### config.mk
export PLATFORM = sky130hd
export DESIGN_NAME = sensor_record_field_parser
export DESIGN_NICKNAME = d
export VERILOG_FILES = /design/src/hdl/sfp_pkg.sv /design/src/hdl/sfp_parse_core.sv /design/src/hdl/sfp_out_reg.sv /design/src/hdl/sensor_record_field_parser.sv
export SDC_FILE = /design/constraint.sdc
export NUM_CORES = 1
export LEC_CHECK = 0
export BUFFER_PORTS_ARGS = -buffer_cell sky130_fd_sc_hd__buf_2
export CORE_MARGIN = 2
export CORE_UTILIZATION = 51
export CTS_CLUSTER_DIAMETER = 30
export DETAILED_ROUTE_END_ITERATION = 16
export PLACE_DENSITY = 0.73
export SLEW_MARGIN = 30
export SYNTH_ARGS = -nofsm -noshare
export SYNTH_HDL_FRONTEND = slang
export SYNTH_SLANG_ARGS = --single-unit
### constraint.sdc
create_clock -name clk -period 8.87 [get_ports clk]
set_input_delay 0.887 -clock clk [delete_from_list [all_inputs] [get_ports clk]]
set_output_delay 0.887 -clock clk [all_outputs]
set_load 0.01 [all_outputs]
### src/hdl/sfp_pkg.sv
// sfp_pkg: shared constants, types and register indexes for the sensor record
// field parser. No dependencies.

package sfp_pkg;

  localparam int FIELD_COUNT     = 9;
  localparam int MAX_FIELD_BYTES = 10;

  localparam int BYTE_W  = 8;
  localparam int INDEX_W = 4;
  localparam int COUNT_W = 4;
  localparam int MAG_W   = 27;
  localparam int VALUE_W = 28;

  localparam logic [INDEX_W-1:0] LAST_INDEX = INDEX_W'(FIELD_COUNT - 1);
  localparam logic [COUNT_W-1:0] BYTE_LIMIT = COUNT_W'(MAX_FIELD_BYTES - 1);
  localparam logic [MAG_W-1:0]   MAG_MAX    = {MAG_W{1'b1}};
  localparam logic [MAG_W-1:0]   MAG_SAFE   = MAG_W'(((2**MAG_W - 1) - 9) / 10);

  localparam logic [BYTE_W-1:0] START_BYTE_RESET = 8'd91;
  localparam logic [BYTE_W-1:0] DELIM_BYTE_RESET = 8'd44;

  localparam logic [BYTE_W-1:0] CHAR_PLUS  = 8'd43;
  localparam logic [BYTE_W-1:0] CHAR_MINUS = 8'd45;
  localparam logic [BYTE_W-1:0] CHAR_ZERO  = 8'd48;
  localparam logic [BYTE_W-1:0] CHAR_NINE  = 8'd57;
  localparam logic [BYTE_W-1:0] CHAR_SPACE = 8'd32;
  localparam logic [BYTE_W-1:0] CHAR_TAB   = 8'd9;
  localparam logic [BYTE_W-1:0] CHAR_CR    = 8'd13;

  typedef enum logic [0:0] {
    REG_START_BYTE = 1'b0,
    REG_DELIM_BYTE = 1'b1
  } reg_index_t;

  typedef enum logic [1:0] {
    PH_SKIP   = 2'd0,
    PH_DIGITS = 2'd1,
    PH_DONE   = 2'd2
  } phase_t;

  typedef struct packed {
    logic [INDEX_W-1:0]        field_index;
    logic signed [VALUE_W-1:0] field_value;
    logic                      field_ok;
    logic                      record_end;
  } result_t;

endpackage

### src/hdl/sfp_parse_core.sv
// sfp_parse_core: per-byte record and field state with the decimal parse
// datapath. Depends on sfp_pkg.

module sfp_parse_core (
  input  logic                       clk,
  input  logic                       rst,
  input  logic                       take,
  input  logic [sfp_pkg::BYTE_W-1:0] rx_data,
  input  logic [sfp_pkg::BYTE_W-1:0] start_byte,
  input  logic [sfp_pkg::BYTE_W-1:0] delim_byte,
  output logic                       res_valid,
  output sfp_pkg::result_t           res
);
  import sfp_pkg::*;

  logic               in_record, in_record_next;
  logic [INDEX_W-1:0] field_position, field_position_next;
  logic [COUNT_W-1:0] bytes_in_field, bytes_in_field_next;
  phase_t             number_phase, number_phase_next;
  logic               is_negative, is_negative_next;
  logic [MAG_W-1:0]   magnitude, magnitude_next;

  logic               is_digit;
  logic               is_space;
  logic [MAG_W-1:0]   mag_digit;
  logic [COUNT_W-1:0] count_inc;
  logic               last_field;
  logic [VALUE_W-1:0] mag_ext;

  assign is_digit   = (rx_data >= CHAR_ZERO) && (rx_data <= CHAR_NINE);
  assign is_space   = (rx_data == CHAR_SPACE) || ((rx_data >= CHAR_TAB) && (rx_data <= CHAR_CR));
  assign mag_digit  = (magnitude > MAG_SAFE) ? MAG_MAX :
                      (magnitude << 3) + (magnitude << 1) + MAG_W'(rx_data - CHAR_ZERO);
  assign count_inc  = bytes_in_field + COUNT_W'(1);
  assign last_field = field_position >= LAST_INDEX;
  assign mag_ext    = {1'b0, magnitude};

  always_comb begin
    in_record_next      = in_record;
    field_position_next = field_position;
    bytes_in_field_next = bytes_in_field;
    number_phase_next   = number_phase;
    is_negative_next    = is_negative;
    magnitude_next      = magnitude;
    res_valid           = 1'b0;
    res.field_index     = field_position;
    res.field_value     = is_negative ? -$signed(mag_ext) : $signed(mag_ext);
    res.field_ok        = 1'b1;
    res.record_end      = last_field;

    if (!in_record) begin
      if (rx_data == start_byte) begin
        in_record_next      = 1'b1;
        field_position_next = '0;
        bytes_in_field_next = '0;
        number_phase_next   = PH_SKIP;
        is_negative_next    = 1'b0;
        magnitude_next      = '0;
      end
    end else begin
      if (rx_data != delim_byte) begin
        unique case (number_phase)
          PH_SKIP: begin
            if (is_space) begin
              number_phase_next = PH_SKIP;
            end else if (rx_data == CHAR_PLUS || rx_data == CHAR_MINUS) begin
              is_negative_next  = (rx_data == CHAR_MINUS);
              number_phase_next = PH_DIGITS;
            end else if (is_digit) begin
              magnitude_next    = mag_digit;
              number_phase_next = PH_DIGITS;
            end else begin
              number_phase_next = PH_DONE;
            end
          end
          PH_DIGITS: begin
            if (is_digit) begin
              magnitude_next = mag_digit;
            end else begin
              number_phase_next = PH_DONE;
            end
          end
          default: begin
            number_phase_next = number_phase;
          end
        endcase
        bytes_in_field_next = count_inc;
      end

      if (rx_data == delim_byte || count_inc >= BYTE_LIMIT) begin
        res_valid = 1'b1;
        if (rx_data != delim_byte) begin
          res.field_ok    = 1'b0;
          res.field_value = '0;
        end
        bytes_in_field_next = '0;
        number_phase_next   = PH_SKIP;
        is_negative_next    = 1'b0;
        magnitude_next      = '0;
        if (last_field) begin
          in_record_next      = 1'b0;
          field_position_next = '0;
        end else begin
          field_position_next = field_position + INDEX_W'(1);
        end
      end
    end
  end

  always_ff @(posedge clk) begin
    if (rst) begin
      in_record      <= 1'b0;
      field_position <= '0;
      bytes_in_field <= '0;
      number_phase   <= PH_SKIP;
      is_negative    <= 1'b0;
      magnitude      <= '0;
    end else if (take) begin
      in_record      <= in_record_next;
      field_position <= field_position_next;
      bytes_in_field <= bytes_in_field_next;
      number_phase   <= number_phase_next;
      is_negative    <= is_negative_next;
      magnitude      <= magnitude_next;
    end
  end

endmodule

### src/hdl/sfp_out_reg.sv
// sfp_out_reg: result register holding one finished field until the
// downstream side takes it. Depends on sfp_pkg.

module sfp_out_reg (
  input  logic             clk,
  input  logic             rst,
  input  logic             load,
  input  sfp_pkg::result_t res,
  input  logic             field_ready,
  output logic             field_valid,
  output sfp_pkg::result_t held
);
  import sfp_pkg::*;

  always_ff @(posedge clk) begin
    if (rst) begin
      field_valid <= 1'b0;
    end else if (load) begin
      field_valid <= 1'b1;
    end else if (field_ready) begin
      field_valid <= 1'b0;
    end
  end

  always_ff @(posedge clk) begin
    if (load) begin
      held <= res;
    end
  end

endmodule

### src/hdl/sensor_record_field_parser.sv
// sensor_record_field_parser: top level with configuration registers, byte
// input register, parse core and result register. Depends on sfp_pkg,
// sfp_parse_core and sfp_out_reg.
//
// Takes one byte per cycle on rx_valid/rx_ready while no result is stalled.
// Bytes before the start byte are dropped; within a record each field ends on
// the delimiter byte or when MAX_FIELD_BYTES-1 bytes arrive without one, and a
// transaction on field_valid/field_ready then reports its index, atoi value,
// ok flag and record-end mark. A byte sits in the input register after it is
// accepted, and its result is loaded into the result register, raising
// field_valid, when the byte advances into the parse core; the byte waits
// there while an earlier result is stalled. Sustained rate is one byte per
// cycle while field_ready stays high, set by the state update (multiply by ten
// and add) in the parse core. Backpressure on field_ready stalls byte intake
// only while a result is waiting. Write start_byte (index 0) and delim_byte
// (index 1) only while idle.

module sensor_record_field_parser (
  input  logic                               clk,
  input  logic                               rst,
  input  logic                               cfg_we,
  input  logic [0:0]                         cfg_index,
  input  logic [sfp_pkg::BYTE_W-1:0]         cfg_data,
  input  logic                               rx_valid,
  output logic                               rx_ready,
  input  logic [sfp_pkg::BYTE_W-1:0]         rx_byte,
  output logic                               field_valid,
  input  logic                               field_ready,
  output logic [sfp_pkg::INDEX_W-1:0]        field_index,
  output logic signed [sfp_pkg::VALUE_W-1:0] field_value,
  output logic                               field_ok,
  output logic                               record_end
);
  import sfp_pkg::*;

  logic [BYTE_W-1:0] start_byte;
  logic [BYTE_W-1:0] delim_byte;
  logic              hold_valid;
  logic [BYTE_W-1:0] hold_byte;
  logic              advance;
  logic              res_valid;
  result_t           res;
  result_t           held;

  always_ff @(posedge clk) begin
    if (rst) begin
      start_byte <= START_BYTE_RESET;
      delim_byte <= DELIM_BYTE_RESET;
    end else if (cfg_we) begin
      unique case (reg_index_t'(cfg_index))
        REG_START_BYTE: start_byte <= cfg_data;
        REG_DELIM_BYTE: delim_byte <= cfg_data;
        default: ;
      endcase
    end
  end

  assign advance  = hold_valid && (!field_valid || field_ready);
  assign rx_ready = !hold_valid || advance;

  always_ff @(posedge clk) begin
    if (rst) begin
      hold_valid <= 1'b0;
    end else if (rx_ready) begin
      hold_valid <= rx_valid;
    end
  end

  always_ff @(posedge clk) begin
    if (rx_ready && rx_valid) begin
      hold_byte <= rx_byte;
    end
  end

  sfp_parse_core u_core (
    .clk        (clk),
    .rst        (rst),
    .take       (advance),
    .rx_data    (hold_byte),
    .start_byte (start_byte),
    .delim_byte (delim_byte),
    .res_valid  (res_valid),
    .res        (res)
  );

  sfp_out_reg u_out (
    .clk         (clk),
    .rst         (rst),
    .load        (advance && res_valid),
    .res         (res),
    .field_ready (field_ready),
    .field_valid (field_valid),
    .held        (held)
  );

  assign field_index = held.field_index;
  assign field_value = held.field_value;
  assign field_ok    = held.field_ok;
  assign record_end  = held.record_end;

endmodule

==> results.md, run 1 <==
* Status: complete, no violations
* Syn Inst Count at 684
* Clock sinks at 99
* CP max FO at 19
* Cts hold-fix bufs at 0
* M2 GR Usage at 31.1%
* Slew @ Worst Pin at 882 ps
* Slowest-stage cell, CP: edfxtp_1
* Area added between synthesis and finish at 11.1%
* WHS Path Cells at 2
* Post-synthesis sequential area ratio at 37.7%
* Post-synth EDFFs at 42
* Critical Path RT at 9110 ps
* Setup crit end kind: register
* CTS H-tree lvls at 3
* Final slew viol count at 0
* Worst R2R End: u_core.magnitude[25]
* Vias at 4990
* Avg WL per Cell at 14.7 um
* Largest net degree at the start of global routing at 41
* RD Place Congestion at 0.898
* Minimum clock period at 4300 ps
* Switching pwr at 0.000219 W
* GR Util met3 at 3.82%
* Endpoints failing setup at 0
* Synthesized cell area at 0.00637 mm2
* Final Skew at 5.85 ps
* Power share of the combinational group at 8.5%
* CTS root buffer: clkbuf_16
* IO buf count at 57
* FMAX at 0.232 GHz
* GR peak layer: met2
* Int Pwr at 0.000731 W
* Vias in the first global route at 4576
* Net Sw Frac at 23.1%
* Layout fillers at 1056
* Post-cts repair resize count at 0
* Met1 usage at 29.8%
* GRT Residual Overflow at 0
* Final HPWL DP at 9.86 mm
* Flop pwr share at 51.6%
* Vias per cell at 5.57
* FP Rows at 40
* Share of the clock period used by the worst path at 48.5%
* Async SR Flop Fraction at 0%
* Initial DRC count at 353
* DRC viols at 0
* Gr usage total at 20.4%
* Setup TNS at 0 ps
* Initial Utilization at 52.6%
* Top cells by count, synth: nand2_1 (88), dfxtp_1 (57), a21oi_1 (53)
* Hold Crit Start: delim_byte[1]
* Die Area at 0.0134 mm2
* Layout cell share with drive strength beyond 1 at 12.8%
* CTS Buffer Depth at 2
* TritonCTS Buffers at 9
* Die height at 116 um
* Syn nets at 766
* First-pass GRT wire length at 21.8 mm
* R2R Path Start: hold_byte[4]
* Main area contributors after synthesis: edfxtp_1 (20%), dfxtp_1 (18%), fa_1 (7.5%)
* Max incr delay on CP at 540 ps
* Worst hold path type: reg2reg
* Count leader, synth: nand2_1
* CTS tree: built
* FF+latch count, synth at 99
* Clock network fraction of design power at 39.9%
* Synth area leader: edfxtp_1
* Pleak at 3.20 nW
* I/O pin count at 58
* Die span in x at 116 um
* Max Cap Viol at 0
* Nets at 805
* Cell Pwr Density at 134 mW/mm2
* Slew headroom at 41.1%
* Final ANT Viol Nets at 0
* Initial antenna violation count at 0
* Final WL at 13.2 mm
* Unique masters post-synth at 64
* VDD IR max at 0.0795 mV
* Startpoint Class: register
* Setup repair after global routing missed its margin: false
* Data arrival, critical path at 4540 ps
* Crit path cell chain: ha_1 -> nor3_2 -> buf_4 -> fa_1 -> ha_1 -> a21oi_1 -> a21boi_0 -> o2111ai_1 -> a21oi_1 -> o41ai_1 -> o21ai_0 -> xor2_1 -> a221o_1
* Top delay family on crit path: compound AO/OA/AOI/OAI gates
* Critical path class: reg2reg
* Worst hold slack at 467 ps
* Synth Warn # at 0
* WP buf/inv at 1
* Post-CTS setup repair buffer count at 0
* Ys flop type: dfxtp_1
* Final hold violation count at 0
* Total core area at 0.0121 mm2
* Synth top area share at 19.8%
* Clock Pin Slew Worst Setup and Hold Paths at 60 ps
* Post-synthesis average cell area at 9.31 um2
* Clk Latency, worst-skew pair at 350 ps
* R2R Setup Slk at 4570 ps
* N_diodes at 0
* Reg2reg path depth at 13
* Worst Hold End: delim_byte[1]
* Drt first pass iters at 5
## metal layers
metal	vias to the layer above	wire, um
met4	0	157
met1	2339	6520
met3	15	743
li1	2493	-
met5	-	0
met2	143	5790
## layout by cell type (no fill, tap or decap), types with 29 or more instances in the layout
cell | synthesis | layout
inv_1 | 29 | 29
ha_1 | 36 | 36
xor2_1 | 42 | 42
edfxtp_1 | 42 | 42
nand2_1 | 88 | 88
buf_2 | 1 | 57
dfxtp_1 | 57 | 57
xnor2_1 | 29 | 29
nor2_1 | 46 | 45
a21oi_1 | 53 | 53
## power by group through the flow
stage	logic [W]	registers (W)	clock network (W)
2_1_floorplan	0.0000616	0.000494	0
3_3_place_gp	0.0000766	0.000499	0
3_5_place_dp	0.0000792	0.000500	0
4_1_cts	0.0000799	0.000490	0.000382
5_1_grt	0.0000903	0.000491	0.000401
6_report	0.0000803	0.000490	0.000379
## final cells by class
cell class,instances,area (um2),share of cell area (%)
repair buffers,61,315,4.45
clock inverters,3,41.3,0.583
multi-input cells,522,3760,53.1
inverters,30,113,1.59
clock buffers,13,240,3.39
flip-flops and latches,99,2400,33.9
well taps,168,210,2.97
## flip-flops by register name (all words and copies together), names as in the netlist, 2 cells and up
| signal | count |
|---|---|
| delim_byte | 8 |
| hold_byte | 8 |
| start_byte | 8 |
| u_core.bytes_in_field | 4 |
| u_core.field_position | 4 |
| u_core.magnitude | 27 |
| u_core.number_phase | 2 |
| u_out.held | 34 |
## per-stage QoR
step | std cells | total power, W | utilization, % | instance area [um2] | setup WS (ps)
2_1_floorplan | 684 | 0.000556 | - | 6370 | 3570
3_3_place_gp | 880 | 0.000576 | 56.0 | 6790 | 4740
3_5_place_dp | 880 | 0.000579 | 56.0 | 6790 | 4590
4_1_cts | 896 | 0.000952 | 58.4 | 7070 | 4580
5_1_grt | 896 | 0.000982 | 58.5 | 7080 | 4290
6_report | 896 | 0.000950 | 58.5 | 7080 | 4570
## worst min-delay path: cells and delay by family (launching register included)
| family | cells | cell delay, ps |
|---|---|---|
| AOI/OAI and AO/OA | 1 | 50 |
| DFF | 1 | 320 |
| and+or+nand+nor | 1 | 50 |
## worst max-delay path by stage
stage	from	to	slack (ps)	depth (start not counted)
2_1_floorplan	hold_byte[4]	u_core.magnitude[25]	3570	12
3_3_place_gp	hold_byte[4]	u_core.magnitude[25]	4740	13
3_5_place_dp	hold_byte[4]	u_core.magnitude[25]	4590	13
4_1_cts	hold_byte[4]	u_core.magnitude[25]	4580	13
5_1_grt	hold_byte[4]	u_core.magnitude[25]	4290	13
6_report	hold_byte[4]	u_core.magnitude[25]	4570	13
## logic make-up after synthesis
kind of cell | synth area share (%)
AO/OA/AOI/OAI | 16.3
XOR/XNOR | 9.76
adder cells (fa/ha/maj) | 14.6
buffers and inverters | 3.73
flip-flops | 37.7
multiplexers | 0.491
AND/OR/NAND/NOR | 17.4
(Power assumes the default switching activity.)
==> run 2, diff against run 1 <==
--- a/config.mk
+++ b/config.mk
@@ -5,12 +5,13 @@
 export SDC_FILE = /design/constraint.sdc
 export NUM_CORES = 1
 export LEC_CHECK = 0
+export ABC_AREA = 1
 export BUFFER_PORTS_ARGS = -buffer_cell sky130_fd_sc_hd__buf_2
 export CORE_MARGIN = 2
 export CORE_UTILIZATION = 51
 export CTS_CLUSTER_DIAMETER = 30
 export DETAILED_ROUTE_END_ITERATION = 16
-export PLACE_DENSITY = 0.73
+export PLACE_DENSITY = 0.75
 export SLEW_MARGIN = 30
 export SYNTH_ARGS = -nofsm -noshare
 export SYNTH_HDL_FRONTEND = slang
==> constraint.sdc (replaced) <==
create_clock -name clk -period 3.9 [get_ports clk]
set_input_delay 0.39 -clock clk [delete_from_list [all_inputs] [get_ports clk]]
set_output_delay 0.39 -clock clk [all_outputs]
set_load 0.01 [all_outputs]
==> results.md, run 2 <==
* Status: complete, no violations
* Initial Utilization at 52.4%
* Setup crit end kind: register
* Minimum clock period at 3600 ps
* Nets at 1148
* Clock Pin Slew Worst Setup and Hold Paths at 70 ps
* Final Cell Area at 0.00796 mm2
* Crit path cell chain: ha_1 -> nor2_2 -> buf_4 -> fa_1 -> ha_1 -> nand2_1 -> nor2_1 -> nand2_1 -> nand3_1 -> nand3_1 -> nand3_1 -> nand3_1 -> nand3_1 -> a21oi_1
* Final HPWL DP at 13.1 mm
* Ys flop type: dfxtp_1
* First-pass GRT wire length at 28.1 mm
* VDD IR max at 0.206 mV
* Total core area at 0.0139 mm2
* Critical Path RT at 4100 ps
* Setup repair after global routing missed its margin: false
* CTS Buffer Depth at 2
* Commonest non-fill, non-tap cell in the layout: nand2_1
* FMAX at 0.278 GHz
* Die height at 124 um
* CTS H-tree lvls at 3
* Int Pwr at 0.00162 W
* Critical path class: reg2reg
* Drt first pass iters at 6
* Post-synth EDFFs at 42
* DRC viols at 0
* Post-CTS setup repair buffer count at 0
* Count leader, synth: nand2_1
* Syn nets at 1107
* Die Area at 0.0153 mm2
* Net Sw Frac at 26.1%
* Async SR Flop Fraction at 0%
* Main area contributors after synthesis: edfxtp_1 (17%), dfxtp_1 (16%), nand2_1 (14%)
* Initial DRC count at 659
* Flop pwr share at 50.9%
* Synth top area share at 17.3%
* Final Skew at 9.59 ps
* Post-synthesis average cell area at 7.13 um2
* N_diodes at 0
* Largest net degree at the start of global routing at 36
* Initial antenna violation count at 0
* Synth Warn # at 0
* Setup TNS at 0 ps
* Endpoints failing setup at 0
* CTS tree: built
* Avg WL per Cell at 13.6 um
* RD Place Congestion at 0.995
* Final WL at 17.0 mm
* FP Rows at 43
* Tot Pwr at 0.00219 W
* Crit path top cell by count: nand3_1
* GRT Residual Overflow at 0
* TritonCTS Buffers at 9
* Data arrival, critical path at 3800 ps
* Pleak at 3.74 nW
* Largest reg by FF count: u_out.held
* IO buf count at 57
* Post-synthesis sequential area ratio at 32.9%
* Switching pwr at 0.000571 W
* Utilization of the core after routing at 57.1%
* Final slew viol count at 0
* Slew @ Worst Pin at 896 ps
* Vias per cell at 5.33
* Final hold violation count at 0
* Synthesized cell area at 0.00731 mm2
* Cell Pwr Density at 275 mW/mm2
* Slew headroom at 40.2%
* Max reg flops at 34
* FF+latch count, synth at 99
* Gr usage total at 23.2%
* Clock network fraction of design power at 38.7%
* Die span in x at 124 um
* I/O pin count at 58
* Area added between synthesis and finish at 8.94%
* Top cells by count, synth: nand2_1 (264), inv_1 (138), nor2_1 (112)
* Slowest-stage cell, CP: edfxtp_1
* Vias at 6674
* Vias in the first global route at 5778
* Share of the clock period used by the worst path at 92.3%
* Power share of the combinational group at 10.4%
* Pre-CTS setup slack at 416 ps
* Worst hold path type: in2reg
* CTS root buffer: clkbuf_16
* Startpoint Class: register
* Max Cap Viol at 0
* Final ANT Viol Nets at 0
* Cts hold-fix bufs at 0
* Layout cell share with drive strength beyond 1 at 8.78%
* Placed Area at 0.00768 mm2
* Most frequent cells in the layout: nand2_1 (264), inv_1 (138), nor2_1 (110)
* Clock sinks at 99
* Max incr delay on CP at 500 ps
* Syn Inst Count at 1025
* Synth area leader: edfxtp_1
* Clk Latency, worst-skew pair at 350 ps
* Post-cts repair resize count at 0
* Unique masters post-synth at 39
* Top flop regs: u_out.held (34), u_core.magnitude (27)
* Final worst slack at 302 ps
* CP max FO at 20
-- run 2: cell count changes in the layout (fill, tap and decap cells not counted), moves of 17 or more --
| cell | previous run | this run |
|---|---|---|
| a21oi_1 | 53 | 70 |
| o21ai_0 | 27 | 56 |
| nand2_1 | 88 | 264 |
| inv_1 | 29 | 138 |
| nand3_1 | 9 | 93 |
| nor2_1 | 45 | 110 |
| xor2_1 | 42 | 16 |
-- run 2: worst paths after layout --
check | startpoint | endpoint | slack [ps] | cells after the start
worst max-delay path | hold_byte[4] | u_core.magnitude[20] | 300 | 14
worst min-delay path | rx_byte[2] | hold_byte[2] | 210 | 1
worst max register to register | hold_byte[4] | u_core.magnitude[20] | 300 | 14
worst min register to register | u_core.field_position[3] | u_out.held[0] | 460 | 0
-- run 2: power groups by stage --
| stage | Combinational, W | Sequential (W) | Clock, W |
|---|---|---|---|
| 2_1_floorplan | 0.000176 | 0.00113 | 0 |
| 3_3_place_gp | 0.000219 | 0.00114 | 0 |
| 3_5_place_dp | 0.000224 | 0.00114 | 0 |
| 4_1_cts | 0.000226 | 0.00111 | 0.000861 |
| 5_1_grt | 0.000258 | 0.00112 | 0.000899 |
| 6_report | 0.000228 | 0.00111 | 0.000847 |
-- run 2: area by class of cell --
| type | instances | area [um2] |
|---|---|---|
| clock buffers | 10 | 229 |
| clock inverters | 6 | 47.5 |
| fillers | 1277 | 5970 |
| inverters | 142 | 533 |
| multi-input cells | 752 | 4200 |
| flip-flops and latches | 99 | 2400 |
| well taps | 180 | 225 |
| repair buffers | 62 | 323 |
-- run 2: logic make-up (layout without fill, tap and decap cells) --
kind of cell | count (synthesis) | after routing | synth area share (%)
AND/OR/NAND/NOR | 510 | 510 | 29.6
buffers and inverters | 174 | 220 | 9.71
AO/OA/AOI/OAI | 146 | 146 | 10.8
flip-flops | 99 | 99 | 32.9
adder cells (fa/ha/maj) | 60 | 60 | 12.7
XOR/XNOR | 36 | 36 | 4.32
-- run 2: per-stage QoR --
step           instances  hold WS, ps
5_1_grt             1251          202
2_1_floorplan       1025          428
4_1_cts             1251          204
3_3_place_gp        1235          435
3_5_place_dp        1235          443
6_report            1251          214
-- run 2: layer usage --
metal  track usage (%)  wire length [um]  vias to the layer above
met5                 0                 0                        -
met1              34.8              8180                     3040
li1                  -                 -                     3406
met3              3.89              1130                       25
met4              6.68               309                        0
met2              34.3              7380                      203
-- run 2: critical path: cells and delay by family, from the launching register on --
| kind | cells | cell delay, ps |
|---|---|---|
| simple gates | 9 | 1380 |
| fa+ha+maj | 3 | 1180 |
| flops | 1 | 500 |
| buf+inv | 1 | 300 |
| compound gates | 1 | 70 |
==> run 3, diff against run 2 <==
--- a/config.mk
+++ b/config.mk
@@ -5,10 +5,9 @@
 export SDC_FILE = /design/constraint.sdc
 export NUM_CORES = 1
 export LEC_CHECK = 0
-export ABC_AREA = 1
 export BUFFER_PORTS_ARGS = -buffer_cell sky130_fd_sc_hd__buf_2
 export CORE_MARGIN = 2
-export CORE_UTILIZATION = 51
+export CORE_UTILIZATION = 50
 export CTS_CLUSTER_DIAMETER = 30
 export DETAILED_ROUTE_END_ITERATION = 16
 export PLACE_DENSITY = 0.75
==> results.md, run 3 (synthesized netlist as in run 1, its figures left out) <==
* Flop pwr share at 50.5%
* Critical path class: reg2reg
* VDD IR max at 0.197 mV
* CTS Buffer Depth at 2
* IO buf count at 57
* Switching pwr at 0.000506 W
* Initial DRC count at 356
* Avg WL per Cell at 14.6 um
* Final HPWL DP at 10.1 mm
* Drt first pass iters at 5
* Die span in x at 117 um
* DRC viols at 0
* Vias in the first global route at 4671
* Clock network fraction of design power at 39.8%
* Placed Area at 0.00693 mm2
* Final ANT Viol Nets at 0
* Die Area at 0.0137 mm2
* Clk Latency, worst-skew pair at 350 ps
* Data arrival, critical path at 4040 ps
* Final slew viol count at 0
* Clock sinks at 99
* N_diodes at 0
* CTS tree: built
* Net Sw Frac at 23.0%
* Max Cap Viol at 0
* R2R Path Start: hold_byte[5]
* Multi-input gate area at 0.00381 mm2
* Critical Path RT at 4140 ps
* Reg2reg path depth at 15
* Minimum clock period at 3800 ps
* Final Cell Area at 0.00732 mm2
* Share of the clock period used by the worst path at 97.4%
* Setup crit end kind: register
* Placed Instances at 893
* Int Pwr at 0.00169 W
* First-pass GRT wire length at 22.1 mm
* Setup TNS at 0 ps
* Cell Pwr Density at 300 mW/mm2
* Final hold violation count at 0
* Largest reg by FF count: u_out.held
* Slowest-stage cell, CP: fa_1
* Max reg flops at 34
* Top flop regs: u_out.held (34), u_core.magnitude (27)
* CTS H-tree lvls at 3
* Worst Hold End: hold_byte[4]
* FMAX at 0.263 GHz
* Layout cell share with drive strength beyond 1 at 16.2%
* Slew @ Worst Pin at 728 ps
* Gr usage total at 20.5%
* Die height at 117 um
* Vias at 5083
* CP max FO at 5
* Clock Pin Slew Worst Setup and Hold Paths at 70 ps
* Initial antenna violation count at 0
* GRT Residual Overflow at 0
* Slew headroom at 51.3%
* Initial Utilization at 50.9%
* RD Place Congestion at 0.902
* Crit path cell chain: buf_4 -> inv_1 -> ha_1 -> inv_1 -> fa_1 -> inv_1 -> ha_1 -> a21o_1 -> a21oi_1 -> a211o_1 -> a21oi_1 -> o41ai_2 -> o21ai_1 -> xor2_1 -> a221o_1
* Final Skew at 9.28 ps
* CTS root buffer: clkbuf_16
* TritonCTS Buffers at 9
* Utilization of the core after routing at 58.5%
* Power share of the combinational group at 9.6%
* WP buf/inv at 4
* Largest net degree at the start of global routing at 41
* Startpoint Class: register
* Fin cells at 920
* Tot Pwr at 0.00220 W
* Layout fillers at 1085
* WHS Path Cells at 1
* FP Rows at 41
* Status: complete, no violations
* Worst R2R End: u_core.magnitude[25]
* Endpoints failing setup at 0
* FF/Latch Area at 0.00240 mm2
* Crit path top cell by count: inv_1
* Max incr delay on CP at 470 ps
* Total core area at 0.0125 mm2
* Worst hold path type: in2reg
* Hold Crit Start: rx_byte[4]
* I/O pin count at 58
* Commonest non-fill, non-tap cell in the layout: nand2_1
* Nets at 826
* Most frequent cells in the layout: nand2_1 (88), dfxtp_1 (57), buf_2 (57)
* Top delay family on crit path: compound AO/OA/AOI/OAI gates
* Final WL at 13.4 mm
* R2R Setup Slk at 100 ps
* Area added between synthesis and finish at 14.9%
* Pleak at 3.33 nW
* Vias per cell at 5.53
==> run 3: cell count changes in the layout (fill, tap and decap cells not counted), sizes merged, moves of 18 or more <==
cell / before / now
inv: 145 / 30
nand3: 94 / 9
xor2: 16 / 42
nand2: 264 / 89
a21oi: 72 / 54
o21ai: 57 / 33
buf: 62 / 82
nor2: 117 / 46
==> run 3: cell type report <==
type | count | share of cell area (%)
Clock buffer | 10 | 3.26
Clock inverter | 5 | 0.735
Inverter | 30 | 1.54
Multi-Input combinational cell | 522 | 52.1
Sequential cell | 99 | 32.8
Tap cell | 172 | 2.94
Timing Repair Buffer | 82 | 6.63
==> run 3: through the flow <==
step	hold WS (ps)	setup WS, ps
2_1_floorplan	437	0.870
5_1_grt	199	-107
3_3_place_gp	454	227
6_report	210	99.5
4_1_cts	200	68.8
3_5_place_dp	462	108
==> run 3: worst max path at each step <==
stage	to	slack, ps	cells past startpoint	from
after floorplan	u_core.magnitude[25]	0.9	12	hold_byte[4]
after global placement	u_core.magnitude[25]	230	13	hold_byte[5]
after detailed placement	u_core.magnitude[25]	110	13	hold_byte[5]
after CTS	u_core.magnitude[25]	70	13	hold_byte[5]
after global routing	u_core.magnitude[25]	-110	13	hold_byte[5]
final	u_core.magnitude[25]	100	15	hold_byte[5]
==> run 3: power by group through the flow <==
stage	registers (W)	clock network (W)	logic, W
floorplan	0.00112	0	0.000147
global route	0.00111	0.000923	0.000236
global placement	0.00113	0	0.000187
detailed placement	0.00113	0	0.000194
CTS	0.00111	0.000887	0.000196
finish	0.00111	0.000875	0.000211
==> run 3: repair_timing <==
| action | in CTS | in global routing |
|---|---|---|
| buffers inserted | 0 | 12 |
| hold endpoints to repair | 0 | 0 |
| hold buffers | 0 | 0 |
| gates resized for setup | 0 | 1 |
| setup endpoints to repair | 0 | 5 |
==> run 3: layer usage <==
layer	routed length, um	GRT usage [%]	share of wire (%)	up-vias
met3	656	3.81	4.9	21
met1	6490	29.3	48	2370
met4	265	6.59	2.0	0
met2	6000	31.5	45	157
met5	0	0	0	-
li1	-	-	-	2535
